## config.mk

```make
export PLATFORM = sky130hd
export DESIGN_NAME = dle_frame_decoder_crc16
export DESIGN_NICKNAME = d
export VERILOG_FILES = /design/src/hw/rtl/dfd_pkg.sv /design/src/hw/rtl/dfd_decoder.sv /design/src/hw/rtl/dle_frame_decoder_crc16.sv
export SDC_FILE = /design/constraint.sdc
export NUM_CORES = 1
export LEC_CHECK = 0
export BUFFER_PORTS_ARGS = -buffer_cell sky130_fd_sc_hd__buf_2
export CAP_MARGIN = 20
export CORE_MARGIN = 2
export CORE_UTILIZATION = 60
export DETAILED_ROUTE_END_ITERATION = 10
export PLACE_DENSITY = 0.78
export SETUP_SLACK_MARGIN = 0.02
export SLEW_MARGIN = 20
export SYNTH_ARGS = -nofsm -noshare
export SYNTH_HDL_FRONTEND = slang
export SYNTH_SLANG_ARGS = --single-unit
```

## constraint.sdc

```tcl
create_clock -name clk -period 7.6 [get_ports clk]
set_input_delay 1.52 -clock clk [delete_from_list [all_inputs] [get_ports clk]]
set_output_delay 1.52 -clock clk [all_outputs]
set_load 0.02 [all_outputs]
```

## src/hw/rtl/dfd_pkg.sv

```systemverilog
// shared types, link symbols and crc-16 nibble table for the dle frame decoder
// no dependencies
package dfd_pkg;

  localparam int DFD_MAX_FRAME_BYTES = 256;
  localparam int DFD_LEN_OUT_W       = 9;

  localparam logic [7:0] SYM_SOH = 8'h01;
  localparam logic [7:0] SYM_EOT = 8'h04;
  localparam logic [7:0] SYM_DLE = 8'h10;

  localparam logic KIND_DATA   = 1'b0;
  localparam logic KIND_REPORT = 1'b1;

  // decoder state apart from the length counter, whose width follows the parameter
  typedef struct packed {
    logic        escape_pending;
    logic [15:0] crc_running;
    logic [7:0]  held_older;
    logic [7:0]  held_newer;
    logic [1:0]  held_count;
    logic        length_overflow;
  } dfd_state_t;

  typedef struct packed {
    logic                     valid;
    logic                     kind;
    logic [7:0]               data;
    logic                     frame_ok;
    logic [DFD_LEN_OUT_W-1:0] frame_length;
  } dfd_result_t;

  // poly 0x1021 times one nibble
  function automatic logic [15:0] crc_nib(input logic [3:0] k);
    logic [15:0] v;
    unique case (k)
      4'h0: v = 16'h0000;
      4'h1: v = 16'h1021;
      4'h2: v = 16'h2042;
      4'h3: v = 16'h3063;
      4'h4: v = 16'h4084;
      4'h5: v = 16'h50a5;
      4'h6: v = 16'h60c6;
      4'h7: v = 16'h70e7;
      4'h8: v = 16'h8108;
      4'h9: v = 16'h9129;
      4'ha: v = 16'ha14a;
      4'hb: v = 16'hb16b;
      4'hc: v = 16'hc18c;
      4'hd: v = 16'hd1ad;
      4'he: v = 16'he1ce;
      default: v = 16'hf1ef;
    endcase
    return v;
  endfunction

  // one byte, high nibble first
  function automatic logic [15:0] crc_byte(input logic [15:0] c, input logic [7:0] b);
    logic [15:0] c1;
    c1 = crc_nib(c[15:12] ^ b[7:4]) ^ {c[11:0], 4'h0};
    return crc_nib(c1[15:12] ^ b[3:0]) ^ {c1[11:0], 4'h0};
  endfunction

endpackage

```

## src/hw/rtl/dfd_decoder.sv

```systemverilog
// next-state and result logic for one raw link byte
// depends on dfd_pkg
module dfd_decoder #(
  parameter int MAX_FRAME_BYTES = dfd_pkg::DFD_MAX_FRAME_BYTES,
  parameter int LEN_W           = $clog2(MAX_FRAME_BYTES + 1)
) (
  input  logic [7:0]         rx_byte,
  input  dfd_pkg::dfd_state_t st,
  input  logic [LEN_W-1:0]   len,
  output dfd_pkg::dfd_state_t st_nxt,
  output logic [LEN_W-1:0]   len_nxt,
  output dfd_pkg::dfd_result_t res
);
  import dfd_pkg::*;

  localparam logic [LEN_W-1:0] LenMax = LEN_W'(MAX_FRAME_BYTES);
  localparam logic [LEN_W-1:0] LenMin = LEN_W'(3);

  logic        is_soh, is_dle, is_eot;
  logic [15:0] tail;

  assign is_soh = (rx_byte == SYM_SOH);
  assign is_dle = (rx_byte == SYM_DLE);
  assign is_eot = (rx_byte == SYM_EOT);
  assign tail   = {st.held_newer, st.held_older};

  always_comb begin
    st_nxt = st;
    len_nxt = len;
    res = '0;
    priority if (!st.escape_pending && is_soh) begin
      st_nxt = '0;
      len_nxt = '0;
    end else if (!st.escape_pending && is_dle) begin
      st_nxt.escape_pending = 1'b1;
    end else if (!st.escape_pending && is_eot) begin
      res.valid        = 1'b1;
      res.kind         = KIND_REPORT;
      res.frame_ok     = (len >= LenMin) && !st.length_overflow && (st.crc_running == tail);
      res.frame_length = DFD_LEN_OUT_W'(len);
    end else begin
      // payload byte, escaped or plain
      st_nxt.escape_pending = 1'b0;
      if (len < LenMax) begin
        len_nxt = len + LEN_W'(1);
      end else begin
        st_nxt.length_overflow = 1'b1;
      end
      if (st.held_count >= 2'd2) begin
        res.valid = 1'b1;
        res.kind  = KIND_DATA;
        res.data  = st.held_older;
        st_nxt.crc_running = crc_byte(st.crc_running, st.held_older);
      end else begin
        st_nxt.held_count = st.held_count + 2'd1;
      end
      st_nxt.held_older = st.held_newer;
      st_nxt.held_newer = rx_byte;
    end
  end

endmodule

```

## src/hw/rtl/dle_frame_decoder_crc16.sv

```systemverilog
// top level of the soh/eot/dle frame decoder with crc-16 (poly 0x1021, init 0)
// depends on dfd_pkg and dfd_decoder
//
//   channel | direction | handshake           | payload
//   in_     | input     | in_valid / in_stall  | in_rx_byte
//   out_    | output    | out_valid / out_stall| out_kind, out_byte, out_frame_ok,
//           |           |                     | out_frame_length
//
// one byte per cycle sustained unless out_stall holds the pipe: each beat lands
// in an input register, and combinational decode and crc logic (two nibble
// lookups) feeds the result register
// rst_n is synchronous, active low; it clears the frame state and both valids
// out_stall only holds the pipe when a byte that makes a result meets a full
// result register; bytes that make no result pass through regardless
module dle_frame_decoder_crc16 #(
  parameter int MAX_FRAME_BYTES = dfd_pkg::DFD_MAX_FRAME_BYTES
) (
  input  logic                              clk,
  input  logic                              rst_n,
  input  logic                              in_valid,
  output logic                              in_stall,
  input  logic [7:0]                        in_rx_byte,
  output logic                              out_valid,
  input  logic                              out_stall,
  output logic                              out_kind,
  output logic [7:0]                        out_byte,
  output logic                              out_frame_ok,
  output logic [dfd_pkg::DFD_LEN_OUT_W-1:0] out_frame_length
);
  import dfd_pkg::*;

  localparam int LEN_W = $clog2(MAX_FRAME_BYTES + 1);

  // input register
  logic       in_vld_r;
  logic [7:0] in_byte_r;

  // frame state
  dfd_state_t       st_r, st_nxt;
  logic [LEN_W-1:0] len_r, len_nxt;

  // result register
  dfd_result_t res;
  logic        out_vld_r;
  logic        out_kind_r;
  logic [7:0]  out_byte_r;
  logic        out_ok_r;
  logic [DFD_LEN_OUT_W-1:0] out_len_r;

  logic out_free;
  logic advance;

  dfd_decoder #(
    .MAX_FRAME_BYTES (MAX_FRAME_BYTES),
    .LEN_W           (LEN_W)
  ) u_dec (
    .rx_byte (in_byte_r),
    .st      (st_r),
    .len     (len_r),
    .st_nxt  (st_nxt),
    .len_nxt (len_nxt),
    .res     (res)
  );

  // result slot is free when empty or being drained this cycle
  assign out_free = !out_vld_r || !out_stall;
  // the held beat commits when it makes no result or the result slot is free
  assign advance  = in_vld_r && (!res.valid || out_free);
  // the input register takes a new beat whenever its current one moves on
  assign in_stall = in_vld_r && !advance;

  always_ff @(posedge clk) begin
    if (!rst_n) begin
      in_vld_r <= 1'b0;
    end else if (!in_stall) begin
      in_vld_r <= in_valid;
    end
  end

  always_ff @(posedge clk) begin
    if (!in_stall && in_valid) begin
      in_byte_r <= in_rx_byte;
    end
  end

  always_ff @(posedge clk) begin
    if (!rst_n) begin
      st_r  <= '0;
      len_r <= '0;
    end else if (advance) begin
      st_r  <= st_nxt;
      len_r <= len_nxt;
    end
  end

  always_ff @(posedge clk) begin
    if (!rst_n) begin
      out_vld_r <= 1'b0;
    end else if (advance && res.valid) begin
      out_vld_r <= 1'b1;
    end else if (!out_stall) begin
      out_vld_r <= 1'b0;
    end
  end

  always_ff @(posedge clk) begin
    if (advance && res.valid) begin
      out_kind_r <= res.kind;
      out_byte_r <= res.data;
      out_ok_r   <= res.frame_ok;
      out_len_r  <= res.frame_length;
    end
  end

  assign out_valid        = out_vld_r;
  assign out_kind         = out_kind_r;
  assign out_byte         = out_byte_r;
  assign out_frame_ok     = out_ok_r;
  assign out_frame_length = out_len_r;

endmodule
```

After elaboration in Yosys (flattened, before gate mapping)

Memories as Yosys holds them, arrays and structs flattened.
Index checks and enable logic that the tools add are counted.

$lt $le $gt $ge: 3
Bitwise operators: 6
Reduce and logical (&&, ||, !) cells: 29
$add $sub $neg: 2
Equality and inequality tests: 10
Mux-type cells: 27

Operators with widths:

| operator            | count |
|---|---|
| $mux 16             | 9 |
| $mux 36             | 2 |
| $mux 20             | 2 |
| $mux 9              | 4 |
| $mux 35             | 1 |
| $xor 16x16->16      | 2 |
| $mux 10             | 2 |
| $eq 16x16->1        | 1 |
| $reduce_and 4->1    | 4 |
| $ne 2x1->1 const B  | 5 |
| $add 9x1->9 const B | 1 |
| $ge 9x2->1 const B  | 1 |
| $logic_and 1x1->1   | 9 |
| $lt 9x9->1 const B  | 1 |
| $eq 8x1->1 const B  | 1 |
| $eq 8x3->1 const B  | 1 |
| $eq 8x5->1 const B  | 1 |
| $mux 8              | 1 |
| $xor 4x4->4         | 2 |
| $logic_not 1->1     | 7 |
| $mux 1              | 4 |
| $mux 2              | 2 |
| $reduce_bool 2->1   | 2 |
| $reduce_or 4->1     | 1 |
| 9 further kinds     | 11 |

ROM bits: 384
Bits in registers: 74
Bits of input ports: 12
Memories kept: 2
Word-level logic and storage cells: 93

Memory list:

| memory          | depth | width | rd ports | clocked after Yosys merged registers in | write ports | line          | text |
|---|---|---|---|---|---|---|---|
| (no name shown) | 16    | 12    | 1        | 0                                       | 0           | dfd_pkg.sv:36 | `unique case (k)` |
| (no name shown) | 16    | 12    | 1        | 0                                       | 0           | dfd_pkg.sv:36 |  |

Logic depth before layout (Yosys ltp)

Gate-level depths: netlist of run 1.
An unclocked memory read counts as a cell.

Depth after elaboration: 18
Depth in mapped cells: 8
Depth with buffers taken out: 7

Cells and area by module

Synthesis of run 1 repeated with hierarchy kept, for this count alone.

Cells, all modules: 446
Area, all modules: 4,170.2 sq um

Modules (own cells, without submodules):

| module                  | seq. area each (sq um) | times used | area each (sq um) | cells each |
|---|---|---|---|---|
| dle_frame_decoder_crc16 | 1,751.7                | 1          | 2,730.1           | 233 |
| dfd_decoder             | 0.0                    | 1          | 1,440.1           | 213 |

Least setup slack after synthesis of run 1

No wires, ideal clock.

Path kind: input to output
From: input out_stall
To: output in_stall
Arrival time: 2.180 ns
Required time: 6.080 ns
Path slack: 3.900 ns
Stages on the path: 2
Path buffers: 0
Path through: nand2_1 nor3_1

Longest elaborated chain between the ends: 6

Ends and longest elaborated chain:

| what              | line                          | text |
|---|---|---|
| start, declared   | dle_frame_decoder_crc16.sv:24 | `input logic out_stall,` |
| $logic_not 1->1   | n/a                           |  |
| $logic_or 1x1->1  | dle_frame_decoder_crc16.sv:66 | `assign out_free = !out_vld_r \|\| !out_stall;` |
| $logic_or 1x1->1  | dle_frame_decoder_crc16.sv:68 | `assign advance = in_vld_r && (!res.valid \|\| out_free);` |
| $logic_and 1x1->1 | dle_frame_decoder_crc16.sv:68 |  |
| $logic_not 1->1   | dle_frame_decoder_crc16.sv:70 | `assign in_stall = in_vld_r && !advance;` |
| $logic_and 1x1->1 | dle_frame_decoder_crc16.sv:70 |  |
| end, declared     | dle_frame_decoder_crc16.sv:21 | `output logic in_stall,` |

Every way passes these cells.

Worst setup path in the final report of run 1

From: register in_byte_r[1]
To: output in_stall

Longest elaborated chain between the ends: 10
Elaborated cells between the ends (all ways): 14
Classes of those cells: eq/ne: 3; mux: 3; reduce/logical: 8

Ends and longest elaborated chain:

| what                   | line                          | text |
|---|---|---|
| start, declared        | dle_frame_decoder_crc16.sv:36 | `logic [7:0] in_byte_r;` |
| start signal, assigned | dle_frame_decoder_crc16.sv:82 | `in_byte_r <= in_rx_byte;` |
| $eq 8x3->1             | dfd_decoder.sv:24             | `assign is_eot = (rx_byte == SYM_EOT);` |
| $logic_and 1x1->1      | dfd_decoder.sv:36             | `end else if (!st.escape_pending && is_eot) begin` |
| $mux 2                 | dfd_decoder.sv:36             |  |
| $mux 20                | dfd_decoder.sv:34             | `end else if (!st.escape_pending && is_dle) begin` |
| $mux 20 *              | dfd_decoder.sv:31             | `priority if (!st.escape_pending && is_soh) begin` |
| $logic_not 1->1 *      | dle_frame_decoder_crc16.sv:68 |  |
| $logic_or 1x1->1 *     | dle_frame_decoder_crc16.sv:68 |  |
| $logic_and 1x1->1 *    | dle_frame_decoder_crc16.sv:68 |  |
| $logic_not 1->1 *      | dle_frame_decoder_crc16.sv:70 |  |
| $logic_and 1x1->1 *    | dle_frame_decoder_crc16.sv:70 |  |

Mark *: on every way between the ends. The rest lies on a longest branch, timed or not.

==> results of run 1 <==
placed cells by master (no fill, tap or decap), types with 3 or more instances in the layout:
| master | netlist | routed |
|---|---|---|
| a21oi_1 | 7 | 6 |
| a22o_1 | 15 | 15 |
| and2_1 | 17 | 17 |
| buf_2 | 6 | 32 |
| clkbuf_8 | 0 | 9 |
| clkinv_2 | 0 | 3 |
| dfxtp_1 | 47 | 47 |
| edfxtp_1 | 27 | 27 |
| inv_1 | 5 | 5 |
| nand2_1 | 20 | 20 |
| nand2b_1 | 3 | 3 |
| nand3_1 | 16 | 16 |
| nand3b_1 | 3 | 3 |
| nand4_1 | 5 | 5 |
| nor2_1 | 8 | 8 |
| nor3_1 | 7 | 6 |
| nor4_1 | 3 | 3 |
| o211ai_1 | 16 | 16 |
| o21a_1 | 3 | 3 |
| o21ai_0 | 17 | 17 |
| o22ai_1 | 4 | 4 |
| o311ai_0 | 6 | 6 |
| o31ai_1 | 4 | 4 |
| o41ai_1 | 4 | 4 |
| or3_1 | 4 | 4 |
| xnor2_1 | 30 | 30 |
| xor2_1 | 11 | 11 |
worst reg2reg max path: stages (launching register included):
cell,delay [ps]
edfxtp_1,420
or4_4,580
nor4b_1,320
buf_4,240
nand3b_1,780
o31a_1,600
a22o_1,240
per-stage QoR:
step	total power, uW	hold WS [ps]
5_1_grt	795	512
4_1_cts	774	485
3_5_place_dp	487	463
3_3_place_gp	486	465
2_1_floorplan	473	427
6_report	768	492
power by group:
part	total, uW	internal, uW	switching (uW)
clock	290	147	142
sequential	428	419	9.34
combinational	50.4	18.1	32.3
total	768	585	184
state kept, by name (all words and copies together) (netlist names):
register,count
in_byte_r,8
in_vld_r,1
len_r,9
out_byte,8
out_frame_length,9
out_frame_ok,1
out_kind,1
out_valid,1
st_r,36
logic make-up after synthesis:
| logic type | after synthesis | synth area share [%] |
|---|---|---|
| multiplexers | 1 | 0.292 |
| flip-flops | 74 | 51.1 |
| AO/OA/AOI/OAI | 85 | 18.5 |
| buffers and inverters | 26 | 3.07 |
| XOR/XNOR | 41 | 10.5 |
| AND/OR/NAND/NOR | 98 | 15.8 |
| adder cells (fa/ha/maj) | 2 | 0.730 |
final cells by class:
| cell class | count | area share, % |
|---|---|---|
| inverters | 5 | 0.494 |
| well taps | 72 | 2.37 |
| flip-flops and latches | 74 | 46.1 |
| multi-input cells | 227 | 41.6 |
| clock buffers | 9 | 3.26 |
| repair buffers | 34 | 4.61 |
| clock inverters | 7 | 1.58 |
metal layers:
| metal | routed length [microns] | track usage (%) | up-vias |
|---|---|---|---|
| li1 | - | - | 1265 |
| met1 | 2980 | 31.3 | 1238 |
| met2 | 3340 | 38.9 | 78 |
| met3 | 427 | 6.00 | 10 |
| met4 | 144 | 11.9 | 0 |
| met5 | 0 | 0 | - |
worst paths after layout:
check / start / end / slack, ps / depth (start not counted)
hold / removal: st_r[35] / st_r[35] / 490 / 2
setup reg to reg: in_byte_r[1] / st_r[21] / 4360 / 6
hold reg to reg: st_r[35] / st_r[35] / 490 / 2
setup / recovery: in_byte_r[1] / in_stall / 3690 / 5
==> metrics.md, run 1 <==
| Metric | Value |
|---|---|
| # setup viols final | `0` |
| WP data arrival | `2390 ps` |
| Initial antenna violation count | `0` |
| Routed Antenna Nets | `0` |
| Post-Route Skew | `6.00 ps` |
| Fin crit period | `3910 ps` |
| Critical Path Sink Type | `primary output` |
| Count of input and output buffers | `32` |
| Number of diodes | `0` |
| Routed WL per cell | `16.1 microns` |
| Residual DRC count | `0` |
| Setup_tns | `0 ps` |
| Synth area leader | `dfxtp_1` |
| Vias in the first global route | `2477` |
| FMAX | `0.256 GHz` |
| Delay-heaviest family, CP | `simple AND/OR/NAND/NOR gates` |
| CP Cell Sequence | `nor4_1 > a21oi_1 > o32a_1 > nor3_1 > buf_2` |
| Via density | `6.05` |
| Core area | `5510 sq um` |
| Status | `finished, final reports clean` |
| Req. time, crit path | `6080 ps` |
| Via count | `2591` |
| Maximum buffer depth of the clock tree | `2` |
| DRT Pass-1 Iters | `5` |
| Unrepaired setup endpoints after global routing | `no` |
| Reg area | `1750 sq um` |
| Pre-CTS WS | `3870 ps` |
| CTS Root Buffer Type | `clkbuf_8` |
| Ys Warns | `0` |
| # clock sinks | `74` |
| Fin cells | `428` |
| 1st-iter DRT viols | `175` |
| Top cells by area, synth | `dfxtp_1, edfxtp_1, xnor2_1` |
| Final net count | `365` |
| Multi-input logic area | `1580 sq um` |
| Detailed placement HPWL | `4.71 mm` |
| Count leader, synth | `dfxtp_1` |
| Max stage delay cell, worst path | `nor4_1` |
| Final slew viol count | `0` |
| Syn Std Cell Area | `3430 sq um` |
| CTS tree | `done` |
| Horiz. Die Dim | `79.6 microns` |
| Syn Nets | `341` |
| Rows | `27` |
| Post-synth top flop | `dfxtp_1` |
| Static leakage | `0.00133 uW` |
| Yosys top cell area share | `27.5%` |
| Cell Area, Placed | `3610 sq um` |
| Die Span Y | `79.6 microns` |
| Worst skew pair latency | `350 ps` |
| Number of flops mapped to enable cells by yosys | `27` |
| Total GRT Usage | `24.5%` |
| CP Max Fanout | `5` |
| H-tree depth | `3` |
| Synthesized flop and latch total | `74` |
| GRT Residual Overflow | `0` |
| Post-CTS resize count | `0` |
| Clock transition at path regs | `70 ps` |
| Synthesized area per cell | `10.5 sq um` |
| Gp weighted congestion | `0.844` |
| Slew @ Worst Pin | `1060 ps` |
| DIE AREA | `6330 sq um` |
| Initial Utilization | `62.2%` |
| Layout cells sized above 1 | `15.7%` |
| Final core occ | `69.0%` |
| Total CTS buffers | `9` |
| Peak per-stage delay on the critical path | `690 ps` |
| CP Class | `register to primary output` |
| Buffers & Inverters on Critical Path | `1` |
| Area growth from synthesis to layout | `10.8%` |
| Final WL | `6.89 mm` |
| # IOs | `33` |
| MaxCap Viol Count | `0` |
| Final hold violation count | `0` |
| Post-synthesis cell count | `327` |
| Number of fill cells | `436` |
| Hold crit path type | `register to register` |
| Placed Cells incl. Taps | `412` |
| Design Area, Final | `3800 sq um` |
| VDD IR-drop max | `0.000152 V` |
| Post-CTS setup repair buffer count | `0` |
| Hold buffer count at CTS | `0` |
| Setup ws final | `3690 ps` |
| Synth top cells by count | `dfxtp_1, xnor2_1, edfxtp_1` |
| Seq/Total Area, Yosys | `51.1%` |
| Netlist cell types | `45` |
| Final period utilization | `51.4%` |
| Power per cell area | `202 nW/um^2` |
| Relative slew slack | `28.9%` |
| Wire length of the first global-routing pass | `11.8 mm` |
| Critical path launch point type | `register` |
| Largest net degree at the start of global routing | `53` |
| Post-synth ARST share | `0%` |
Power figures use the tool's default switching activity.
==> run 2: changes to the inputs <==
--- a/config.mk
+++ b/config.mk
@@ -5,12 +5,13 @@
 export SDC_FILE = /design/constraint.sdc
 export NUM_CORES = 1
 export LEC_CHECK = 0
+export ABC_AREA = 1
 export BUFFER_PORTS_ARGS = -buffer_cell sky130_fd_sc_hd__buf_2
 export CAP_MARGIN = 20
 export CORE_MARGIN = 2
-export CORE_UTILIZATION = 60
+export CORE_UTILIZATION = 53
 export DETAILED_ROUTE_END_ITERATION = 10
-export PLACE_DENSITY = 0.78
+export PLACE_DENSITY = 0.72
 export SETUP_SLACK_MARGIN = 0.02
 export SLEW_MARGIN = 20
 export SYNTH_ARGS = -nofsm -noshare
==> constraint.sdc (replaced) <==
create_clock -name clk -period 3.55 [get_ports clk]
set_input_delay 0.71 -clock clk [delete_from_list [all_inputs] [get_ports clk]]
set_output_delay 0.71 -clock clk [all_outputs]
set_load 0.02 [all_outputs]
==> metrics.md, run 2 <==
| Metric | Value |
|---|---|
| Synthesized flop and latch total | `74 (unchanged)` |
| Commonest cells after routing, fill and taps aside | `nand2_1, nor2_1, inv_1, dfxtp_1, buf_2 (was dfxtp_1, buf_2, xnor2_1, edfxtp_1, nand2_1)` |
| Total GRT Usage | `21.0% (was 24.5%)` |
| FF-to-FF End | `out_byte[6] (was st_r[21])` |
| Synth top cells by count | `nand2_1, nor2_1, inv_1 (was dfxtp_1, xnor2_1, edfxtp_1)` |
| 1st-iter DRT viols | `182 (was 175)` |
| R2R setup slack | `1120 ps (was 4360 ps)` |
| Worst setup path endpoint | `in_stall (unchanged)` |
| Post-synth top flop | `dfxtp_1 (unchanged)` |
| Initial antenna violation count | `0 (unchanged)` |
| Worst hold start | `st_r[0] (was st_r[35])` |
| WHS | `475 ps (was 492 ps)` |
| Area growth from synthesis to layout | `10.6% (was 10.8%)` |
| Die Span Y | `86.8 microns (was 79.6 microns)` |
| Max stage delay cell, worst path | `edfxtp_1 (was nor4_1)` |
| Commonest non-fill, non-tap cell in the layout | `nand2_1 (was dfxtp_1)` |
| Netlist cell types | `33 (was 45)` |
| Slew @ Worst Pin | `740 ps (was 1060 ps)` |
| # clock sinks | `74 (unchanged)` |
| Core area | `6720 sq um (was 5510 sq um)` |
| Gp weighted congestion | `0.892 (was 0.844)` |
| CP dominant cell by count | `nand2_1` |
| Routed WL per cell | `13.2 microns (was 16.1 microns)` |
| Placed Cells incl. Taps | `529 (was 412)` |
| Post-CTS resize count | `0 (unchanged)` |
| Synth area leader | `dfxtp_1 (unchanged)` |
| Hold buffer count at CTS | `0 (unchanged)` |
| Maximum buffer depth of the clock tree | `2 (unchanged)` |
| Critical path launch point type | `register (unchanged)` |
| Layout cells sized above 1 | `20.0% (was 15.7%)` |
| Relative slew slack | `50.6% (was 28.9%)` |
| Initial Utilization | `54.0% (was 62.2%)` |
| Final net count | `474 (was 365)` |
| Req. time, crit path | `2840 ps (was 6080 ps)` |
| CP Class | `register to primary output (unchanged)` |
| Via count | `2835 (was 2591)` |
| Rows | `30 (was 27)` |
| Hold crit path type | `register to register (unchanged)` |
| Static leakage | `0.00158 uW (was 0.00133 uW)` |
| MaxCap Viol Count | `0 (unchanged)` |
| Ys Warns | `0 (unchanged)` |
| # IOs | `33 (unchanged)` |
| Fin cells | `545 (was 428)` |
| Horiz. Die Dim | `86.8 microns (was 79.6 microns)` |
| CP Launch Point | `in_byte_r[5] (was in_byte_r[1])` |
| Setup ws final | `727 ps (was 3690 ps)` |
| Wire length of the first global-routing pass | `12.0 mm (was 11.8 mm)` |
| Post-CTS setup repair buffer count | `0 (unchanged)` |
| DIE AREA | `7530 sq um (was 6330 sq um)` |
| H-tree depth | `3 (unchanged)` |
| Via density | `5.20 (was 6.05)` |
| Clock transition at path regs | `70 ps (about the same)` |
| Final hold violation count | `0 (unchanged)` |
| Syn Nets | `442 (was 341)` |
| Unrepaired setup endpoints after global routing | `no (unchanged)` |
| RR Startpoint | `in_byte_r[5] (was in_byte_r[1])` |
| Post-synth ARST share | `0% (unchanged)` |
| Buffers & Inverters on Critical Path | `3 (was 1)` |
| Fin crit period | `2820 ps` |
| Status | `finished, final reports clean (unchanged)` |
| Pre-CTS WS | `1120 ps (was 3870 ps)` |
| Count of input and output buffers | `32 (unchanged)` |
| Count leader, synth | `nand2_1 (was dfxtp_1)` |
| Worst reg2reg path depth | `9 (was 6)` |
| # setup viols final | `0 (unchanged)` |
| CP Cell Sequence | `inv_1 > nand2_1 > nor2_1 > nand2_1 > nand2_2 > nand2_1 > nor2_1 > nand3_1 > inv_1 > buf_2 (was nor4_1 > a21oi_1 > o32a_1 > nor3_1 > buf_2)` |
| CP Max Fanout | `12 (was 5)` |
| Final core occ | `59.7% (was 69.0%)` |
| Final WL | `7.20 mm (was 6.89 mm)` |
| Post-Route Skew | `7.27 ps (was 6.00 ps)` |
| Detailed placement HPWL | `5.15 mm (was 4.71 mm)` |
| Largest register FFs | `36 (unchanged)` |
| Largest net degree at the start of global routing | `33 (was 53)` |
| VDD IR-drop max | `0.000233 V (was 0.000152 V)` |
| CTS tree | `done (unchanged)` |
| Syn Std Cell Area | `3630 sq um (was 3430 sq um)` |
| Number of diodes | `0 (unchanged)` |
| Number of flops mapped to enable cells by yosys | `27 (unchanged)` |
| Setup_tns | `0 ps (unchanged)` |
| Yosys top cell area share | `25.9% (was 27.5%)` |
| Total CTS buffers | `9 (unchanged)` |
| Final slew viol count | `0 (unchanged)` |
| Reg with most FFs | `st_r (unchanged)` |
| GRT Residual Overflow | `0 (unchanged)` |
| Critical Path Sink Type | `primary output (unchanged)` |
| Vias in the first global route | `2620 (was 2477)` |
| CTS Root Buffer Type | `clkbuf_8 (unchanged)` |
| Post-synthesis cell count | `428 (was 327)` |
| Residual DRC count | `0 (unchanged)` |
| Levels on crit path | `10 (was 5)` |
| Worst skew pair latency | `350 ps (about the same)` |
| Synthesized area per cell | `8.48 sq um (was 10.5 sq um)` |
| Peak per-stage delay on the critical path | `390 ps (was 690 ps)` |
| Delay-heaviest family, CP | `simple AND/OR/NAND/NOR gates (unchanged)` |
| FMAX | `0.354 GHz` |
| Seq/Total Area, Yosys | `48.3% (was 51.1%)` |
| Top cells by area, synth | `dfxtp_1, edfxtp_1, nand2_1 (was dfxtp_1, edfxtp_1, xnor2_1)` |
| Power per cell area | `454 nW/um^2 (was 202 nW/um^2)` |
| DRT Pass-1 Iters | `5 (unchanged)` |
| Routed Antenna Nets | `0 (unchanged)` |
| Final period utilization | `79.5%` |
| WP data arrival | `2110 ps (was 2390 ps)` |
[run 2: worst min-delay path: stages, from the launching register on]
cell,delay [ps]
dfxtp_1,330
inv_1,70
a21oi_2,40
[run 2: metrics by stage]
step	cell area, sq um	total power (uW)
after floorplan	3630	1100
after global placement	3800	1140
after detailed placement	3800	1140
after CTS	4010	1820
after global routing	4010	1890
final	4010	1820
[run 2: layer usage]
metal / vias to the layer above / share of wire, % / track usage (%)
met4: 0 / 2.2 / 9.09
met1: 1282 / 46 / 27.6
met3: 14 / 5.4 / 3.43
li1: 1438 / - / -
met2: 101 / 46 / 34.1
met5: - / 0 / 0
[run 2: final cells by class]
| cell class | instances | area (sq um) |
|---|---|---|
| Multi-Input combinational cell | 287 | 1570 |
| Fill cell | 574 | 2710 |
| Clock inverter | 4 | 47.5 |
| Inverter | 55 | 206 |
| Timing Repair Buffer | 33 | 168 |
| Sequential cell | 74 | 1750 |
| Clock buffer | 12 | 166 |
| Tap cell | 80 | 100 |
[run 2: worst min path at each step]
stage / endpoint / slack (ps) / cells after the start
floorplan: st_r[0] / 430 / 2
global placement: st_r[0] / 460 / 2
detailed placement: st_r[0] / 460 / 2
CTS: st_r[0] / 470 / 2
global route: st_r[0] / 510 / 2
finish: st_r[0] / 470 / 2
[run 2: logic make-up after synthesis]
group	synth area share, %
DFF	48.3
buffers and inverters	8.38
xor gates and xnor gates	6.76
and+or+nand+nor	25.7
AOI/OAI and AO/OA	10.2
adders and majority gates	0.689
[run 2: where the power goes]
group / internal, uW / leakage [uW] / switching, uW
sequential: 908 / 0.000617 / 22.8
combinational: 65.3 / 0.000857 / 129
clock: 384 / 0.000108 / 311
total: 1360 / 0.00158 / 462
